==> config.mk <==
export PLATFORM = sky130hd
export DESIGN_NAME = source_token_scanner
export DESIGN_NICKNAME = d
export VERILOG_FILES = /design/src/hw/rtl/stsc_pkg.sv /design/src/hw/rtl/stsc_lexer.sv /design/src/hw/rtl/stsc_rsp_queue.sv /design/src/hw/rtl/source_token_scanner.sv
export SDC_FILE = /design/constraint.sdc
export NUM_CORES = 1
export LEC_CHECK = 0
export BUFFER_PORTS_ARGS = -buffer_cell sky130_fd_sc_hd__buf_4
export CAP_MARGIN = 20
export CORE_MARGIN = 1.5
export CORE_UTILIZATION = 60
export CTS_BUF_LIST = sky130_fd_sc_hd__clkbuf_8
export DETAILED_ROUTE_END_ITERATION = 8
export PLACE_DENSITY = 0.87
export SLEW_MARGIN = 10
export SYNTH_ARGS = -nofsm -noshare
export SYNTH_HDL_FRONTEND = slang
export SYNTH_SLANG_ARGS = --single-unit
==> constraint.sdc <==
create_clock -name clock -period 7.18 [get_ports clock]
set_clock_uncertainty 0.15 [all_clocks]
set_input_delay 1.077 -clock clock [delete_from_list [all_inputs] [get_ports clock]]
set_output_delay 1.077 -clock clock [all_outputs]
set_load 0.005 [all_outputs]
==> src/hw/rtl/stsc_pkg.sv <==
// ----------------------------------------------------------------------------
// stsc_pkg: shared types and constants of the source token scanner
// Request and response payloads, the response burst handed from the lexer
// to the response queue, token kinds, error bits and lookahead helpers.
// ----------------------------------------------------------------------------
package stsc_pkg;

   // one source byte or an end marker
   typedef struct packed {
      logic [7:0] source_char;
      logic       source_end;
   } req_type;

   // one emitted token
   typedef struct packed {
      logic [4:0]  token_kind;
      logic [15:0] lexeme_start;
      logic [15:0] lexeme_length;
      logic [15:0] line_number;
      logic [4:0]  error_bits;
      logic        any_error;
      logic        last_of_run;
   } rsp_type;

   // up to two tokens caused by one request, first in order first
   typedef struct packed {
      logic [1:0] count;
      rsp_type    first;
      rsp_type    second;
   } burst_type;

   // token kinds
   localparam logic [4:0] KIND_EOF         = 5'd0;
   localparam logic [4:0] KIND_LPAREN      = 5'd1;
   localparam logic [4:0] KIND_RPAREN      = 5'd2;
   localparam logic [4:0] KIND_LBRACE      = 5'd3;
   localparam logic [4:0] KIND_RBRACE      = 5'd4;
   localparam logic [4:0] KIND_BRACKETS    = 5'd5;
   localparam logic [4:0] KIND_LBRACKET    = 5'd6;
   localparam logic [4:0] KIND_RBRACKET    = 5'd7;
   localparam logic [4:0] KIND_COMMA       = 5'd8;
   localparam logic [4:0] KIND_STAR        = 5'd9;
   localparam logic [4:0] KIND_SEMI        = 5'd10;
   localparam logic [4:0] KIND_AMP         = 5'd11;
   localparam logic [4:0] KIND_DOT         = 5'd12;
   localparam logic [4:0] KIND_LESS_EQ     = 5'd13;
   localparam logic [4:0] KIND_LESS        = 5'd14;
   localparam logic [4:0] KIND_GREATER_EQ  = 5'd15;
   localparam logic [4:0] KIND_GREATER     = 5'd16;
   localparam logic [4:0] KIND_BANG_EQ     = 5'd17;
   localparam logic [4:0] KIND_BANG        = 5'd18;
   localparam logic [4:0] KIND_EQ_EQ       = 5'd19;
   localparam logic [4:0] KIND_EQ          = 5'd20;
   localparam logic [4:0] KIND_PLUS_PLUS   = 5'd21;
   localparam logic [4:0] KIND_PLUS        = 5'd22;
   localparam logic [4:0] KIND_MINUS_MINUS = 5'd23;
   localparam logic [4:0] KIND_MINUS       = 5'd24;
   localparam logic [4:0] KIND_COMMENT     = 5'd25;
   localparam logic [4:0] KIND_SLASH       = 5'd26;
   localparam logic [4:0] KIND_STRING      = 5'd27;
   localparam logic [4:0] KIND_CHAR        = 5'd28;
   localparam logic [4:0] KIND_UNKNOWN     = 5'd29;

   // error flags
   localparam logic [4:0] ERR_MULTILINE     = 5'b00001;
   localparam logic [4:0] ERR_UNTERM_STRING = 5'b00010;
   localparam logic [4:0] ERR_UNTERM_CHAR   = 5'b00100;
   localparam logic [4:0] ERR_CHAR_LONG     = 5'b01000;
   localparam logic [4:0] ERR_UNKNOWN       = 5'b10000;

   // longest legal char literal, quotes included
   localparam logic [16:0] CHAR_LIMIT = 17'd3;

   // kind of a lookahead character when no pair follows
   function automatic logic [4:0] single_kind(input logic [7:0] lead);
      logic [4:0] kind;
      case (lead)
         "[":     kind = KIND_LBRACKET;
         "<":     kind = KIND_LESS;
         ">":     kind = KIND_GREATER;
         "!":     kind = KIND_BANG;
         "=":     kind = KIND_EQ;
         "+":     kind = KIND_PLUS;
         "-":     kind = KIND_MINUS;
         default: kind = KIND_SLASH;
      endcase
      return kind;
   endfunction

   // kind of a two-character token, KIND_EOF when the pair does not form
   function automatic logic [4:0] pair_kind(input logic [7:0] lead,
                                            input logic [7:0] c);
      logic [4:0] kind;
      kind = KIND_EOF;
      case (lead)
         "[":     if (c == "]") kind = KIND_BRACKETS;
         "<":     if (c == "=") kind = KIND_LESS_EQ;
         ">":     if (c == "=") kind = KIND_GREATER_EQ;
         "!":     if (c == "=") kind = KIND_BANG_EQ;
         "=":     if (c == "=") kind = KIND_EQ_EQ;
         "+":     if (c == "+") kind = KIND_PLUS_PLUS;
         "-":     if (c == "-") kind = KIND_MINUS_MINUS;
         "/":     if (c == "/") kind = KIND_COMMENT;
         default: kind = KIND_EOF;
      endcase
      return kind;
   endfunction

endpackage

==> src/hw/rtl/stsc_lexer.sv <==
// ----------------------------------------------------------------------------
// stsc_lexer: scanner state and per-byte token logic
// Holds the scan mode, lookahead character, position, line count and token
// bookkeeping, and works out the zero, one or two tokens a request causes.
// ----------------------------------------------------------------------------
module stsc_lexer #(
   parameter int unsigned POSITION_WIDTH = 16
) (
   input  logic                clock,
   input  logic                reset,
   input  logic                step,
   input  stsc_pkg::req_type   req,
   output stsc_pkg::burst_type burst
);
   import stsc_pkg::*;

   typedef enum logic [2:0] {
      MODE_IDLE,
      MODE_LOOK,
      MODE_COMMENT,
      MODE_STRING,
      MODE_STRTAIL,
      MODE_CHAR
   } mode_type;

   mode_type                  mode_ff, mode_in;
   logic [7:0]                lead_ff, lead_in;
   logic [POSITION_WIDTH-1:0] pos_ff, pos_in;
   logic [POSITION_WIDTH-1:0] start_ff, start_in;
   logic [15:0]               line_ff, line_in;
   logic                      seen_ff, seen_in;
   logic [4:0]                pend_ff, pend_in;
   logic [15:0]               len_ff, len_in;

   logic [POSITION_WIDTH-1:0] pos_inc;
   logic [31:0]               pos_wide;
   logic [31:0]               start_wide;
   logic [15:0]               pos16;
   logic [15:0]               start16;
   logic [15:0]               len_grow;
   logic [4:0]                pair;
   logic [7:0]                c;
   logic                      scan_byte;

   logic                      a_valid, b_valid;
   logic [4:0]                a_kind, b_kind;
   logic [15:0]               a_len, b_len, b_start;
   logic [4:0]                a_err, b_err;
   logic                      seen_a;
   rsp_type                   rsp_a, rsp_b;

   // helpers shared by all modes
   assign c          = req.source_char;
   assign pos_inc    = pos_ff + 1'b1;
   assign pos_wide   = 32'(pos_ff);
   assign start_wide = 32'(start_ff);
   assign pos16      = pos_wide[15:0];
   assign start16    = start_wide[15:0];
   assign len_grow   = (len_ff == 16'hFFFF) ? len_ff : len_ff + 16'd1;
   assign pair       = pair_kind(lead_ff, c);

   // next state and tokens for one request
   always_comb begin
      mode_in   = mode_ff;
      lead_in   = lead_ff;
      pos_in    = pos_ff;
      start_in  = start_ff;
      line_in   = line_ff;
      pend_in   = pend_ff;
      len_in    = len_ff;
      a_valid   = 1'b0;
      a_kind    = KIND_EOF;
      a_len     = len_ff;
      a_err     = '0;
      b_valid   = 1'b0;
      b_kind    = KIND_EOF;
      b_start   = pos16;
      b_len     = 16'd1;
      b_err     = '0;
      scan_byte = 1'b0;

      if (req.source_end) begin
         // flush a token in progress, then end of file
         a_valid = 1'b1;
         case (mode_ff)
            MODE_LOOK: a_kind = single_kind(lead_ff);
            MODE_COMMENT: a_kind = KIND_COMMENT;
            MODE_STRING, MODE_STRTAIL: begin
               a_kind = KIND_STRING;
               a_err  = pend_ff | ERR_UNTERM_STRING;
            end
            MODE_CHAR: begin
               a_kind = KIND_CHAR;
               a_err  = pend_ff | ERR_UNTERM_CHAR;
               if (({1'b0, len_ff} + 17'd1) > CHAR_LIMIT) a_err = a_err | ERR_CHAR_LONG;
            end
            default: a_valid = 1'b0;
         endcase
         mode_in = MODE_IDLE;
         pend_in = '0;
         b_valid = 1'b1;
         b_kind  = KIND_EOF;
         b_start = pos16;
         b_len   = 16'd0;
      end else begin
         case (mode_ff)
            // second character of a possible pair
            MODE_LOOK: begin
               if (pair == KIND_COMMENT) begin
                  pos_in  = pos_inc;
                  len_in  = len_grow;
                  mode_in = MODE_COMMENT;
               end else if (pair != KIND_EOF) begin
                  pos_in  = pos_inc;
                  len_in  = len_grow;
                  a_valid = 1'b1;
                  a_kind  = pair;
                  a_len   = len_grow;
                  mode_in = MODE_IDLE;
                  pend_in = '0;
               end else begin
                  a_valid   = 1'b1;
                  a_kind    = single_kind(lead_ff);
                  mode_in   = MODE_IDLE;
                  pend_in   = '0;
                  scan_byte = 1'b1;
               end
            end
            // comment body up to the newline
            MODE_COMMENT: begin
               if (c == "\n") begin
                  a_valid   = 1'b1;
                  a_kind    = KIND_COMMENT;
                  mode_in   = MODE_IDLE;
                  pend_in   = '0;
                  scan_byte = 1'b1;
               end else begin
                  pos_in = pos_inc;
                  len_in = len_grow;
               end
            end
            // string body
            MODE_STRING: begin
               pos_in = pos_inc;
               len_in = len_grow;
               if (c == "\"") begin
                  a_valid = 1'b1;
                  a_kind  = KIND_STRING;
                  a_len   = len_grow;
                  a_err   = pend_ff;
                  mode_in = MODE_IDLE;
                  pend_in = '0;
               end else if (c == "\n") begin
                  pend_in = pend_ff | ERR_MULTILINE;
                  mode_in = MODE_STRTAIL;
               end
            end
            // byte after a newline in a string ends it
            MODE_STRTAIL: begin
               pos_in  = pos_inc;
               len_in  = len_grow;
               a_valid = 1'b1;
               a_kind  = KIND_STRING;
               a_len   = len_grow;
               a_err   = pend_ff;
               mode_in = MODE_IDLE;
               pend_in = '0;
            end
            // char literal body
            MODE_CHAR: begin
               pos_in = pos_inc;
               len_in = len_grow;
               if (c == "'") begin
                  a_valid = 1'b1;
                  a_kind  = KIND_CHAR;
                  a_len   = len_grow;
                  a_err   = pend_ff;
                  if ({1'b0, len_grow} > CHAR_LIMIT) a_err = a_err | ERR_CHAR_LONG;
                  mode_in = MODE_IDLE;
                  pend_in = '0;
               end
            end
            default: begin
               mode_in   = MODE_IDLE;
               scan_byte = 1'b1;
            end
         endcase

         // byte seen between tokens
         if (scan_byte) begin
            if (c inside {" ", [8'd9:8'd13]}) begin
               if (c == "\n" && line_ff != 16'hFFFF) line_in = line_ff + 16'd1;
               pos_in  = pos_inc;
               mode_in = MODE_IDLE;
            end else begin
               start_in = pos_ff;
               pos_in   = pos_inc;
               len_in   = 16'd1;
               pend_in  = '0;
               mode_in  = MODE_IDLE;
               b_start  = pos16;
               b_len    = 16'd1;
               case (c)
                  "(": begin b_valid = 1'b1; b_kind = KIND_LPAREN;   end
                  ")": begin b_valid = 1'b1; b_kind = KIND_RPAREN;   end
                  "{": begin b_valid = 1'b1; b_kind = KIND_LBRACE;   end
                  "}": begin b_valid = 1'b1; b_kind = KIND_RBRACE;   end
                  "]": begin b_valid = 1'b1; b_kind = KIND_RBRACKET; end
                  ",": begin b_valid = 1'b1; b_kind = KIND_COMMA;    end
                  "*": begin b_valid = 1'b1; b_kind = KIND_STAR;     end
                  ";": begin b_valid = 1'b1; b_kind = KIND_SEMI;     end
                  "&": begin b_valid = 1'b1; b_kind = KIND_AMP;      end
                  ".": begin b_valid = 1'b1; b_kind = KIND_DOT;      end
                  "[", "<", ">", "!", "=", "+", "-", "/": begin
                     lead_in = c;
                     mode_in = MODE_LOOK;
                  end
                  "\"": mode_in = MODE_STRING;
                  "'":  mode_in = MODE_CHAR;
                  default: begin
                     b_valid = 1'b1;
                     b_kind  = KIND_UNKNOWN;
                     b_err   = ERR_UNKNOWN;
                  end
               endcase
            end
         end
      end
   end

   // sticky error flag as seen by each token in turn
   assign seen_a  = seen_ff | (a_valid && a_err != 5'd0);
   assign seen_in = seen_a | (b_valid && b_err != 5'd0);

   // pack the tokens, flushed token first
   always_comb begin
      rsp_a.token_kind    = a_kind;
      rsp_a.lexeme_start  = start16;
      rsp_a.lexeme_length = a_len;
      rsp_a.line_number   = line_ff;
      rsp_a.error_bits    = a_err;
      rsp_a.any_error     = seen_a;
      rsp_a.last_of_run   = !b_valid;
      rsp_b.token_kind    = b_kind;
      rsp_b.lexeme_start  = b_start;
      rsp_b.lexeme_length = b_len;
      rsp_b.line_number   = line_ff;
      rsp_b.error_bits    = b_err;
      rsp_b.any_error     = seen_in;
      rsp_b.last_of_run   = 1'b1;
      burst.count         = {1'b0, a_valid} + {1'b0, b_valid};
      burst.first         = a_valid ? rsp_a : rsp_b;
      burst.second        = rsp_b;
   end

   // scanner state
   always_ff @(posedge clock) begin
      if (reset) begin
         mode_ff  <= MODE_IDLE;
         lead_ff  <= '0;
         pos_ff   <= '0;
         start_ff <= '0;
         line_ff  <= '0;
         seen_ff  <= 1'b0;
         pend_ff  <= '0;
         len_ff   <= '0;
      end else if (step) begin
         mode_ff  <= mode_in;
         lead_ff  <= lead_in;
         pos_ff   <= pos_in;
         start_ff <= start_in;
         line_ff  <= line_in;
         seen_ff  <= seen_in;
         pend_ff  <= pend_in;
         len_ff   <= len_in;
      end
   end

endmodule

==> src/hw/rtl/stsc_rsp_queue.sv <==
// ----------------------------------------------------------------------------
// stsc_rsp_queue: four-entry response queue
// Takes a burst of up to two tokens per cycle and hands them out one per
// cycle while popped; reports room whenever a full burst still fits.
// ----------------------------------------------------------------------------
module stsc_rsp_queue (
   input  logic                clock,
   input  logic                reset,
   input  logic                push,
   input  stsc_pkg::burst_type burst,
   input  logic                pop,
   output logic                has_space,
   output logic                out_valid,
   output stsc_pkg::rsp_type   out_data
);
   import stsc_pkg::*;

   localparam int unsigned DEPTH = 4;
   localparam int unsigned PTR_W = $clog2(DEPTH);
   localparam int unsigned CNT_W = $clog2(DEPTH + 1);

   rsp_type          mem [DEPTH];
   logic [PTR_W-1:0] rd_ptr_ff, rd_ptr_in;
   logic [PTR_W-1:0] wr_ptr_ff, wr_ptr_in;
   logic [CNT_W-1:0] count_ff, count_in;
   logic [CNT_W-1:0] push_n;
   logic [PTR_W-1:0] wr_next;

   // pointer and occupancy bookkeeping
   assign push_n    = push ? CNT_W'(burst.count) : '0;
   assign wr_next   = wr_ptr_ff + 1'b1;
   assign wr_ptr_in = wr_ptr_ff + PTR_W'(push_n);
   assign rd_ptr_in = pop ? rd_ptr_ff + 1'b1 : rd_ptr_ff;
   assign count_in  = count_ff + push_n - CNT_W'(pop);
   assign has_space = count_ff <= CNT_W'(DEPTH - 2);
   assign out_valid = count_ff != '0;
   assign out_data  = mem[rd_ptr_ff];

   // entry storage
   always_ff @(posedge clock) begin
      if (push && burst.count != 2'd0) mem[wr_ptr_ff] <= burst.first;
      if (push && burst.count == 2'd2) mem[wr_next] <= burst.second;
   end

   // control registers
   always_ff @(posedge clock) begin
      if (reset) begin
         rd_ptr_ff <= '0;
         wr_ptr_ff <= '0;
         count_ff  <= '0;
      end else begin
         rd_ptr_ff <= rd_ptr_in;
         wr_ptr_ff <= wr_ptr_in;
         count_ff  <= count_in;
      end
   end

endmodule

==> src/hw/rtl/source_token_scanner.sv <==
// ----------------------------------------------------------------------------
// source_token_scanner: byte-stream lexical scanner
// Each request carries one source byte, or an end marker. The scanner skips
// whitespace, counts newlines seen between tokens, and emits punctuation,
// two-character operators, line comments, string and char literal tokens,
// with start offset, length, line and error flags.
//
// Channels: req_ (valid/ready, one byte or end marker per request) and
// rsp_ (valid/ready, one token per transfer). A request causes zero, one
// or two tokens; last_of_run marks the final token of a request, and an
// end marker always ends with an EOF token.
// Tokens are registered in the response queue and leave rsp_ in request order.
// Throughput: one request per cycle while the scanner emits at most one
// token per request and rsp_ready holds high; the single rsp_ port sets
// the pace when requests yield two tokens. A four-entry response queue
// takes up to two tokens a cycle; req_ready stays high while two entries
// are free, so requests flow on while tokens wait on a stalled receiver.
// Reset: synchronous; clears the scan state, line count, error flag and the
// response queue. No clearing pass is needed.
// ----------------------------------------------------------------------------
module source_token_scanner #(
   parameter int unsigned POSITION_WIDTH = 16
) (
   input  logic              clock,
   input  logic              reset,
   input  logic              req_valid,
   output logic              req_ready,
   input  stsc_pkg::req_type req_payload,
   output logic              rsp_valid,
   input  logic              rsp_ready,
   output stsc_pkg::rsp_type rsp_payload
);
   import stsc_pkg::*;

   logic      step;
   logic      pop;
   burst_type burst;

   // handshakes
   assign step = req_valid && req_ready;
   assign pop  = rsp_valid && rsp_ready;

   // scanner state and token logic
   stsc_lexer #(
      .POSITION_WIDTH(POSITION_WIDTH)
   ) u_lexer (
      .clock(clock),
      .reset(reset),
      .step (step),
      .req  (req_payload),
      .burst(burst)
   );

   // response queue
   stsc_rsp_queue u_queue (
      .clock    (clock),
      .reset    (reset),
      .push     (step),
      .burst    (burst),
      .pop      (pop),
      .has_space(req_ready),
      .out_valid(rsp_valid),
      .out_data (rsp_payload)
   );

   // an end marker always closes its run with an EOF token
   assert property (@(posedge clock) disable iff (reset)
      step && req_payload.source_end |->
         (burst.count == 2'd2 && burst.second.token_kind == KIND_EOF) ||
         (burst.count == 2'd1 && burst.first.token_kind == KIND_EOF))
      else $error("end marker without closing eof token");

   // a two-token burst marks only its second token as last
   assert property (@(posedge clock) disable iff (reset)
      burst.count == 2'd2 |-> burst.second.last_of_run && !burst.first.last_of_run)
      else $error("last_of_run misplaced in two-token burst");

   // a queue with no room for a burst always has a token to offer
   assert property (@(posedge clock) disable iff (reset)
      !req_ready |-> rsp_valid)
      else $error("request stalled with empty response queue");

   // the queue only drains by handing tokens out
   assert property (@(posedge clock) disable iff (reset)
      $fell(rsp_valid) && !$past(reset) |-> $past(rsp_ready))
      else $error("response dropped without a transfer");

endmodule

==> Word-level counts from Yosys, hierarchy flattened <==
Memories as Yosys holds them, arrays and structs flattened. A register that Yosys moved wholly into a read port is not among the register bits.
Index checks and enable logic that the tools add are counted.
{ "totals": {"regBits": 88, "mem_bits_rw": 240, "input_bits": 13, "out_inout_bits": 62, "elab_cells": 196, "memories": 1} }
{ "mem_list": {"columns": ["name", "depth", "word_bits", "rd", "rd_ports_with_merged_regs", "write_ports", "line_no", "rtl"], "rows": [
  ["u_queue.mem", 4, 60, 1, 1, 2, "stsc_rsp_queue.sv:22", "rsp_type mem [DEPTH];"]
]} }
{ "op_classes": {"n_addsub": 10, "order_cmp": 5, "n_eq_ne": 44, "muxes": 93, "bitwise": 4, "n_reduce_logical": 28} }
{ "op_table": {"columns": ["cell", "n"], "rows": [
  ["16-bit 2-to-1 mux", 14],
  ["8-bit by 6-bit equality test with 1-bit output (second input constant)", 24],
  ["5-bit 2-to-1 mux", 28],
  ["16-bit one-hot mux with 3 select lines", 2],
  ["16-bit one-hot mux with 4 select lines", 1],
  ["60-bit 2-to-1 mux", 1],
  ["5-bit one-hot mux with 11 select lines", 1],
  ["5-bit one-hot mux with 5 select lines", 2],
  ["16-bit by 1-bit adder with 16-bit output (second input constant)", 3],
  ["8-bit by 7-bit equality test with 1-bit output (second input constant)", 5],
  ["5-bit one-hot mux with 8 select lines", 1],
  ["5-bit one-hot mux with 7 select lines", 1],
  ["3-bit 2-to-1 mux", 8],
  ["5-bit one-hot mux with 4 select lines", 1],
  ["20-bit OR reduction", 1],
  ["1-bit 2-to-1 mux", 19],
  ["16-bit by 1-bit adder with 17-bit output (second input constant)", 1],
  ["17-bit by 2-bit > comparator with 1-bit output (second input constant)", 1],
  ["16-bit equality test (second input constant)", 1],
  ["16-bit by 2-bit > comparator with 1-bit output (second input constant)", 1],
  ["4-bit 2-to-1 mux", 4],
  ["16-bit != test (second input constant)", 1],
  ["5-bit one-hot mux with 3 select lines", 1],
  ["5-bit AND reduction", 3],
  ["39 further kinds", 59]
]} }

==> Depth between registers and ports, before layout <==
Gate-level depths: netlist (run 1).
{ "logic_depth": {"depth_word": 15, "ltp_mapped": 19, "depth_no_buf": 14} }

==> By module <==
A second synthesis (run 1) with hierarchy kept.
{ "hier_totals": {"cells_unflattened": 1664, "area_unflattened_um2": 19238.5} }
{ "by_module_without_submodules": {"columns": ["module", "instances", "cells_each", "area_each_um2", "seq_area_each_um2"], "rows": [
  ["stsc_rsp_queue", 1, 637, 12199.2, 7387.1],
  ["stsc_lexer", 1, 1025, 7026.7, 1621.6],
  ["source_token_scanner", 1, 2, 12.5, 0.0]
]} }

==> Least setup slack after synthesis (run 1) <==
Ideal clock, no wire load.
{ "synth_timing": {"kind": "in2reg", "startpoint": "input port req_payload[7] (netlist name)", "endpoint": "memory u_queue.mem[1][10] (netlist name), enable pin", "setup_time_ps": 417, "arrival_time_ps": 5407, "t_required_ps": 6613, "path_slack_ps": 1206, "stages": 16, "path_buffers": 5, "path_cell_list": "buf_2 > or3_1 > or4_1 > buf_2 > nor3b_2 > nor4_4 > a21oi_4 > buf_6 > ha_1 > and3_1 > clkbuf_1 > inv_1 > nor3_1 > nor2_1 > inv_1 > clkbuf_1"} }
{ "synth_rtl": {"columns": ["item", "line_no", "rtl"], "rows": [
  ["from (decl)", "source_token_scanner.sv:28", "input stsc_pkg::req_type req_payload,"],
  ["to (decl)", "stsc_rsp_queue.sv:22", null]
]} }

==> results of run 1 <==
[flip-flops by register name, indices dropped and copies added, names as in the netlist, named ones only]
signal             cells
u_lexer.lead_ff        8
u_lexer.len_ff        16
u_lexer.line_ff       16
u_lexer.mode_ff        3
u_lexer.pend_ff        5
u_lexer.pos16         16
u_lexer.seen_ff        1
u_lexer.start16       16
u_queue.count_ff       3
u_queue.mem          240
u_queue.rd_ptr_ff      2
u_queue.wr_ptr_ff      2
[placed cells by master (no fill, tap or decap), types with 18 or more instances in the layout]
cell,count
mux2i_1,30
a22oi_1,26
nor3_1,28
xor2_1,18
a22o_1,97
and2_1,65
nor2_1,157
nand3_1,27
mux4_2,60
o21ai_0,86
edfxtp_1,160
clkbuf_8,55
nand4_1,20
nand2_1,155
buf_4,91
o22ai_1,25
a21oi_1,58
xnor2_1,21
dfxtp_1,168
inv_1,36
[per-stage QoR]
stage | hold WS [ns] | setup slack [ns] | instances | power [µW] | instance area (µm²)
after global routing | 0.309 | 1.16 | 1988 | 4960 | 18300
after CTS | 0.290 | 1.58 | 1986 | 4790 | 18200
after detailed placement | 0.282 | 1.02 | 1891 | 3270 | 17200
after global placement | 0.269 | 1.21 | 1891 | 3240 | 17200
after floorplan | 0.260 | 1.21 | 1576 | 2860 | 16500
final | 0.287 | 1.48 | 1988 | 4790 | 18300
[power groups by stage]
stage / logic [µW] / registers [µW] / clock network (µW)
after floorplan: 635 / 2220 / 0
after global placement: 955 / 2290 / 0
after detailed placement: 970 / 2300 / 0
after CTS: 976 / 2260 / 1550
after global routing: 1040 / 2280 / 1640
final: 984 / 2260 / 1550
[per-layer routing]
| layer | wire (µm) | vias to the layer above | part of all wire (%) | global-route usage (%) |
|---|---|---|---|---|
| met1 | 17700 | 6436 | 41 | 40.4 |
| met2 | 21100 | 788 | 48 | 50.4 |
| met3 | 3590 | 139 | 8.2 | 5.17 |
| li1 | - | 5970 | - | - |
| met4 | 1360 | 0 | 3.1 | 10.9 |
| met5 | 0 | - | 0 | 0 |
[worst max-delay path by stage]
stage / startpoint / end / slack (ns)
floorplan: req_payload[7] / u_queue.mem[1][10] / 1.21
global placement: req_payload[5] / u_queue.mem[1][46] / 1.21
detailed placement: req_payload[5] / u_queue.mem[1][46] / 1.02
CTS: req_payload[5] / u_queue.mem[1][21] / 1.58
global route: req_payload[5] / u_queue.mem[1][21] / 1.16
finish: req_payload[6] / u_queue.mem[1][16] / 1.48
[worst min-delay path: cells and delay by family, from the launching register on]
kind | cells | cell delay, ns
flip-flops | 1 | 0.31
AND/OR/NAND/NOR | 2 | 0.09
[cell families (layout without fill, tap and decap cells)]
family,Yosys count,in the layout,share of synthesized area (%)
AND/OR/NAND/NOR,576,576,17.6
AO/OA/AOI/OAI,390,390,16.5
flip-flops,330,330,49.6
buffers and inverters,140,211,3.41
multiplexers,90,90,9.98
XOR/XNOR,39,39,2.06
adder cells (fa/ha/maj),11,11,0.877
[area by class of cell]
cell class	count	area share (%)
Clock buffer	55	4.15
Timing Repair Buffer	93	3.96
Multi-Input combinational cell	1106	42.7
Sequential cell	330	45.0
Clock inverter	40	1.40
Tap cell	341	2.34
Inverter	23	0.487
==> results.yml, run 1 <==
outcome:
  status: "finished clean"
die:
  io_pins: 75
  fp.coreArea_mm2: 0.0270
  die_w_um: 169
  rows: 60
  die_y_um: 169
  dieArea_mm2: 0.0286
  start_util_pct: 61.2
logic_synthesis:
  synth_area_leader_cell: "edfxtp_1"
  ys_warn_count: 0
  synth_nets: 1600
  synth-edff-count: 160
  synth_top_area_share_pct: 29.0
  yosys-top-cells-area: "edfxtp_1, dfxtp_1, mux4_2"
  seq_area_frac_synth_pct: 49.6
  synth-seq-cells: 330
  synth.avg_cell_area_um2: 10.5
  yosysMostFrequentCell: "dfxtp_1"
  ys_async_sr_fraction_pct: 0
  ys_types: 83
  syn-cell-area_mm2: 0.0165
  synth_cells: 1576
  synth_commonest_cells: "dfxtp_1, edfxtp_1, nor2_1"
  synth_ff_type: "dfxtp_1"
critical_path:
  r2r_start: "u_lexer.mode_ff[0]"
  crit_path_max_incr_delay_ns: 0.68
  critical_path_class: "input port to flip-flop"
  slowest_stage: "nor4b_1"
  ff2ff_path_depth: 12
  r2r_end: "u_queue.mem[1][16]"
  path_depth: 14
  r2r_slack_ns: 1.94
  cpMostUsedCell: "buf_4"
  critPathMaxFanout: 29
  crit_family: "simple AND/OR/NAND/NOR gates"
  startpoint_type: "input port"
  critPathRequiredTime_ns: 7.26
  endpoint_kind: "flip-flop"
  crit_buf_inv: 5
  crit_chain: "buf_4 -> nor4b_1 -> nand4_1 -> o21ai_2 -> nor4_4 -> a21oi_4 -> ha_1 -> and3_1 -> inv_1 -> nor3_1 -> nor2_1 -> buf_4 -> inv_2 -> buf_4"
  worst-endpoint-arrival_ns: 5.78
sta:
  tns_ns: 0
  fin_crit_sh_pct: 79.3
  rsz0062_at_grt: "false"
  slew_headroom_pct: 25.9
  clock.fmax_mhz: 176
  period_minus_slack_ns: 5.70
  worst_slew_pin_slew_ns: 1.11
  hold_violations: 0
  drv_slew: 0
  setup_violations: 0
clock_network:
  cts_sinks: 330
  numCtsBuffers: 51
  hold_buffers: 0
  post_cts.repair.setup_buffers: 0
  cts_tree: "done"
  htreeDepth: 2
  ctsResizeCount: 0
  clockBufferDepth: 3
  clk_pin_slew_ns: 0.06
  clock_latency_ns: 0.59
  root_buffer: "clkbuf_8"
power_and_ir_drop:
  netSwitchingFraction_pct: 28.5
  intPower_uw: 3430
  ir_drop_uv: 127
  leakage_uw: 0.00633
  powerDensity_mw_per_mm2: 263
  p_seq_share_pct: 47.1
  power_frac_comb_pct: 20.5
  power_frac_clock_pct: 32.3
  p_sw_uw: 1360
cells_and_area:
  seq_area_mm2: 0.00822
  fin_nets: 1629
  utilization_pct: 67.5
  diodes: 0
  fillCellCount: 1895
  multiInputGateArea_mm2: 0.00779
  syn_to_final_growth_pct: 10.3
  drive_gt1_share_pct: 15.5
route:
  dr.pass1.iters: 6
  drc: 0
  antenna_left: 0
  drtIter0Drc: 1587
  wirelength_mm: 43.8
  wire_per_inst_um: 22.0
  avgViaCountPerCell: 6.71
  num_vias: 13300
hold_path:
  hold_path_depth: 2
  hold_class: "flip-flop to flip-flop"
  min_from: "u_queue.mem[1][34]"
  hold-path-endpoint: "u_queue.mem[1][34]"
grt:
  grt_usage_pct: 30.4
  grt_pass1_vias: 12600
  grt_first_pass_wirelength_mm: 68.2
  grt_max_degree: 79
  grt_antenna_before_repair: 2
  grt_overflow_total: 0
placed_design:
  numPortBuffers: 74
  dp_hpwl_mm: 28.6
  gp_congestion: 0.963
job:
  max_cap_violations: 0
No activity file was read; power rests on OpenSTA's default activity.
==> inputs of run 2 (changes only) <==
--- a/config.mk
+++ b/config.mk
@@ -8,10 +8,10 @@
 export BUFFER_PORTS_ARGS = -buffer_cell sky130_fd_sc_hd__buf_4
 export CAP_MARGIN = 20
 export CORE_MARGIN = 1.5
-export CORE_UTILIZATION = 60
+export CORE_UTILIZATION = 58
 export CTS_BUF_LIST = sky130_fd_sc_hd__clkbuf_8
 export DETAILED_ROUTE_END_ITERATION = 8
-export PLACE_DENSITY = 0.87
+export PLACE_DENSITY = 0.88
 export SLEW_MARGIN = 10
 export SYNTH_ARGS = -nofsm -noshare
 export SYNTH_HDL_FRONTEND = slang
==> constraint.sdc (replaced) <==
create_clock -name clock -period 5 [get_ports clock]
set_clock_uncertainty 0.15 [all_clocks]
set_input_delay 0.75 -clock clock [delete_from_list [all_inputs] [get_ports clock]]
set_output_delay 0.75 -clock clock [all_outputs]
set_load 0.005 [all_outputs]
==> results.yml, run 2 (synthesized netlist as in run 1, its figures left out) <==
outcome:
  status: "finished clean"
critical_path:
  critPathRequiredTime_ns: 5.25
  r2r_slack_ns: 0.69
  ff2ff_path_depth: 14
  slowest_stage: "or4b_2"
  crit_path_max_incr_delay_ns: 0.77
  r2r_end: "u_queue.count_ff[2]"
  startpoint_type: "flip-flop"
  endpoint_kind: "flip-flop"
  cp-startpoint: "u_lexer.lead_ff[4]"
  crit_chain: "or4b_2 -> nor4_4 -> a31oi_1 -> o2111a_1 -> a21oi_1 -> o21ai_0 -> ha_1 -> and3_1 -> inv_1 -> ha_1 -> fa_1 -> xnor2_1 -> xnor2_1 -> nor2_1"
  worst-endpoint-arrival_ns: 4.57
  critical_path_class: "flip-flop to flip-flop"
  critPathMaxFanout: 13
  r2r_start: "u_lexer.lead_ff[4]"
hold_path:
  hold_path_depth: 2
  hold_class: "flip-flop to flip-flop"
  min_from: "u_queue.mem[0][32]"
  hold-path-endpoint: "u_queue.mem[0][32]"
power_and_ir_drop:
  powerDensity_mw_per_mm2: 374
  ir_drop_uv: 214
  netSwitchingFraction_pct: 28.9
  power_frac_comb_pct: 21.1
  leakage_uw: 0.00650
  p_seq_share_pct: 47.2
  power_frac_clock_pct: 31.7
  intPower_uw: 4930
  p_sw_uw: 2000
clock_network:
  post_cts.repair.setup_buffers: 0
  numCtsBuffers: 50
  clk_pin_slew_ns: 0.07
  root_buffer: "clkbuf_8"
  hold_buffers: 0
  ctsResizeCount: 0
  cts_sinks: 330
  clock_latency_ns: 0.58
  cts_tree: "done"
  clockBufferDepth: 3
  htreeDepth: 2
grt:
  grt_first_pass_wirelength_mm: 69.4
  use_met1_pct: 39.8
  grt_usage_pct: 30.1
  busiest_layer: "met2"
  grtUsageMet2_pct: 50.5
  grt_pass1_vias: 12900
  grt_antenna_before_repair: 0
  grt_overflow_total: 0
  grt_max_degree: 79
  met3_usage_pct: 5.04
sta:
  fin_crit_sh_pct: 86.3
  setup_violations: 0
  slew_headroom_pct: 27.6
  drv_slew: 0
  hold_violations: 0
  tns_ns: 0
  period_minus_slack_ns: 4.31
  worst_slew_pin_slew_ns: 1.08
  clock.fmax_mhz: 232
  rsz0062_at_grt: "false"
route:
  antenna_left: 0
  wire_per_inst_um: 21.6
  num_vias: 13500
  wirelength_mm: 44.4
  avgViaCountPerCell: 6.57
  dr.pass1.iters: 8
  drc: 0
  drtIter0Drc: 1546
die:
  rows: 61
  dieArea_mm2: 0.0296
  die_y_um: 172
  die_w_um: 172
  fp.coreArea_mm2: 0.0279
  start_util_pct: 59.2
  io_pins: 75
cells_and_area:
  fin_nets: 1658
  drive_gt1_share_pct: 17.7
  regMostFlops: "u_queue.mem"
  layout_common_cells: "dfxtp_1, edfxtp_1, nor2_1"
  largest_reg_flops: 240
  layout_commonest_cell: "dfxtp_1"
  diodes: 0
  fillCellCount: 2055
  syn_to_final_growth_pct: 12.0
  utilization_pct: 66.4
placed_design:
  gp_congestion: 0.978
  numPortBuffers: 74
  dp_hpwl_mm: 29.7
job:
  max_cap_violations: 0
==> run 2: worst max-delay path: cells and delay by family, from the launching register on <==
family / cells / cell delay (ns)
buffers and inverters: 1 / 0.17
adder cells (fa/ha/maj): 3 / 1.00
AO/OA/AOI/OAI: 4 / 0.64
flip-flops: 1 / 0.42
XOR/XNOR: 2 / 0.36
AND/OR/NAND/NOR: 4 / 1.43
==> run 2: how the worst max path moves through the flow <==
stage	endpoint	slack, ns	depth (start not counted)
after floorplan	u_queue.mem[1][10]	0.005	16
after global placement	u_queue.count_ff[2]	0.36	15
after detailed placement	u_queue.count_ff[2]	0.30	15
after CTS	u_queue.count_ff[2]	0.73	14
after global routing	u_queue.count_ff[2]	0.42	14
final	u_queue.count_ff[2]	0.69	14
==> run 2: power groups by stage <==
| stage | Sequential, µW | Combinational, µW | Clock (µW) |
|---|---|---|---|
| 6_report | 3270 | 1460 | 2200 |
| 5_1_grt | 3300 | 1570 | 2330 |
| 4_1_cts | 3270 | 1460 | 2220 |
| 3_5_place_dp | 3330 | 1450 | 0 |
| 3_3_place_gp | 3300 | 1420 | 0 |
| 2_1_floorplan | 3190 | 916 | 0 |
==> run 2: per-stage QoR <==
stage                     instance area [µm²]  worst slack (ns)  cells  power (µW)  hold WS [ns]
after global placement                  17500             0.358   1960        4720         0.272
after global routing                    18500             0.424   2053        7200         0.310
after CTS                               18500             0.732   2053        6950         0.291
final                                   18500             0.686   2053        6930         0.293
after floorplan                         16600           0.00537   1576        4100         0.260
after detailed placement                17500             0.296   1960        4780         0.282
==> run 2: layout make-up <==
type | count | area (µm²) | share of cell area, %
flip-flops and latches | 330 | 8220 | 44.3
multi-input cells | 1106 | 7790 | 42.0
repair buffers | 123 | 973 | 5.25
clock buffers | 59 | 812 | 4.38
well taps | 378 | 473 | 2.55
clock inverters | 34 | 189 | 1.02
inverters | 23 | 88.8 | 0.479
==> run 2: metal layers <==
| metal | wire length [µm] | up-vias |
|---|---|---|
| met5 | 0 | - |
| met4 | 1150 | 0 |
| met3 | 4060 | 121 |
| met2 | 21800 | 820 |
| met1 | 17400 | 6513 |
| li1 | - | 6028 |
==> inputs of run 3 (changes only) <==
--- a/config.mk
+++ b/config.mk
@@ -5,6 +5,7 @@
 export SDC_FILE = /design/constraint.sdc
 export NUM_CORES = 1
 export LEC_CHECK = 0
+export ABC_AREA = 1
 export BUFFER_PORTS_ARGS = -buffer_cell sky130_fd_sc_hd__buf_4
 export CAP_MARGIN = 20
 export CORE_MARGIN = 1.5
@@ -12,6 +13,7 @@
 export CTS_BUF_LIST = sky130_fd_sc_hd__clkbuf_8
 export DETAILED_ROUTE_END_ITERATION = 8
 export PLACE_DENSITY = 0.88
+export SKIP_CTS_REPAIR_TIMING = 1
 export SLEW_MARGIN = 10
 export SYNTH_ARGS = -nofsm -noshare
 export SYNTH_HDL_FRONTEND = slang
==> results.yml, run 3 <==
critical_path:
  crit_family: "simple AND/OR/NAND/NOR gates"
  crit_buf_inv: 4
  critPathRequiredTime_ns: 5.30
  endpoint_kind: "flip-flop"
  critical_path_class: "flip-flop to flip-flop"
  worst-endpoint-arrival_ns: 4.83
  crit_path_max_incr_delay_ns: 0.40
  critPathMaxFanout: 35
  slowest_stage: "inv_2"
  cpMostUsedCell: "nand2_1"
  startpoint_type: "flip-flop"
  crit_chain: "nor2_1 -> nand2_1 -> inv_1 -> nand2_1 -> nor2_1 -> nand2_1 -> nand2_1 -> nor2_1 -> nand2_4 -> inv_2 -> nand2_2 -> nand3_4 -> nand2_4 -> o21ai_0 -> ha_1 -> nand2_1 -> nor2_2 -> clkinv_1 -> nand2_2 -> inv_2 -> nand2_1 -> o21ai_0"
logic_synthesis:
  synth_nets: 2350
  ys_async_sr_fraction_pct: 0
  synth-edff-count: 160
  synth_top_area_share_pct: 27.6
  synth.avg_cell_area_um2: 7.48
  seq_area_frac_synth_pct: 47.2
  synth_commonest_cells: "nand2_1, nor2_1, o21ai_0"
  synth-seq-cells: 330
  yosys-top-cells-area: "edfxtp_1, dfxtp_1, nand2_1"
  ys_warn_count: 0
  yosysMostFrequentCell: "nand2_1"
  synth_cells: 2326
  synth_area_leader_cell: "edfxtp_1"
  synth_ff_type: "dfxtp_1"
  ys_types: 48
  syn-cell-area_mm2: 0.0174
die:
  dieArea_mm2: 0.0310
  rows: 63
  die_y_um: 176
  start_util_pct: 58.8
  die_w_um: 176
  io_pins: 75
  fp.coreArea_mm2: 0.0296
job:
  max_cap_violations: 0
cells_and_area:
  diodes: 0
  layout_common_cells: "nand2_1, nor2_1, o21ai_0"
  syn_to_final_growth_pct: 11.5
  regMostFlops: "u_queue.mem"
  utilization_pct: 65.6
  drive_gt1_share_pct: 10.9
  layout_commonest_cell: "nand2_1"
  largest_reg_flops: 240
  fin_nets: 2389
route:
  met3_wirelength_mm: 5.60
  dr.pass1.iters: 6
  avgViaCountPerCell: 6.17
  wl_met2_mm: 23.9
  drt-met1-wl_mm: 19.9
  num_vias: 17300
  wire_per_inst_um: 18.2
  drc: 0
  routed.top_layer: "met4"
  wirelength_mm: 50.8
  drtIter0Drc: 2342
  antenna_left: 0
sta:
  drv_slew: 0
  worst_slew_pin_slew_ns: 0.934
  clock.fmax_mhz: 221
  slew_headroom_pct: 37.1
  fin_crit_sh_pct: 90.6
  period_minus_slack_ns: 4.53
  rsz0062_at_grt: "false"
  tns_ns: 0
  hold_violations: 0
  setup_violations: 0
power_and_ir_drop:
  powerDensity_mw_per_mm2: 380
  ir_drop_uv: 186
  leakage_uw: 0.00782
clock_network:
  clockBufferDepth: 3
  clk_pin_slew_ns: 0.06
  cts_tree: "done"
  htreeDepth: 2
  clock_latency_ns: 0.61
  root_buffer: "clkbuf_8"
  numCtsBuffers: 53
  cts_sinks: 330
grt:
  grt_overflow_total: 0
  grt_usage_pct: 32.5
  grt_antenna_before_repair: 0
  grt_first_pass_wirelength_mm: 81.3
  grt_max_degree: 82
  grt_pass1_vias: 16100
placed_design:
  gp_congestion: 0.968
  numPortBuffers: 74
  dp_hpwl_mm: 33.0
hold_path:
  hold_class: "input port to flip-flop"
outcome:
  status: "finished clean"
## run 3: final timing paths
path,start,end,slack [ns],depth (start not counted)
max,u_lexer.lead_ff[7],u_queue.mem[0][3],0.47,22
min,req_payload[4],u_lexer.lead_ff[3],0.25,3
max reg2reg,u_lexer.lead_ff[7],u_queue.mem[0][3],0.47,22
min reg2reg,u_lexer.pend_ff[1],u_lexer.pend_ff[1],0.30,2
## run 3: final cells by class
class | instances | area [µm²]
well taps | 390 | 488
inverters | 180 | 682
clock inverters | 37 | 262
repair buffers | 112 | 878
clock buffers | 63 | 867
multi-input cells | 1688 | 8000
flip-flops and latches | 330 | 8210
fillers | 2384 | 10200
## run 3: cells by family after synthesis
logic type / synth area share [%]
buffers and inverters: 6.96
AO/OA/AOI/OAI: 16.9
adder cells (fa/ha/maj): 0.834
XOR/XNOR: 0.403
flip-flops: 47.2
AND/OR/NAND/NOR: 27.7
## run 3: per-layer routing
layer  global-route usage (%)  vias up
met3                     5.43      161
met4                     12.4        0
met2                     53.6     1127
met5                        0        -
li1                         -     7996
met1                     42.8     7984
## run 3: worst reg2reg max path: stages (launching register included)
cell,delay (ns)
dfxtp_1,0.36
nor2_1,0.06
nand2_1,0.11
inv_1,0.08
nand2_1,0.14
nor2_1,0.10
nand2_1,0.08
nand2_1,0.06
nor2_1,0.20
nand2_4,0.17
inv_2,0.10
nand2_2,0.07
nand3_4,0.19
nand2_4,0.14
o21ai_0,0.28
ha_1,0.30
nand2_1,0.16
nor2_2,0.39
clkinv_1,0.19
nand2_2,0.37
inv_2,0.41
nand2_1,0.17
o21ai_0,0.08
## run 3: power breakdown
group	internal, µW	total (µW)	leakage, µW	switching (µW)
Clock	1310	2440	0.000622	1130
Sequential	3080	3200	0.00282	116
Combinational	629	1740	0.00438	1110
Total	5020	7380	0.00782	2350
## run 3: metrics by stage
| stage | setup WS, ns | area [µm²] | total power, µW | hold slack, ns | std cells |
|---|---|---|---|---|---|
| after floorplan | 0.130 | 17400 | 4160 | 0.268 | 2326 |
| after global placement | 0.139 | 18200 | 4900 | 0.276 | 2699 |
| after detailed placement | 0.0332 | 18200 | 4950 | 0.278 | 2699 |
| after CTS | 0.567 | 19400 | 7340 | 0.244 | 2799 |
| after global routing | 0.0419 | 19400 | 7640 | 0.279 | 2800 |
| final | 0.471 | 19400 | 7380 | 0.254 | 2800 |
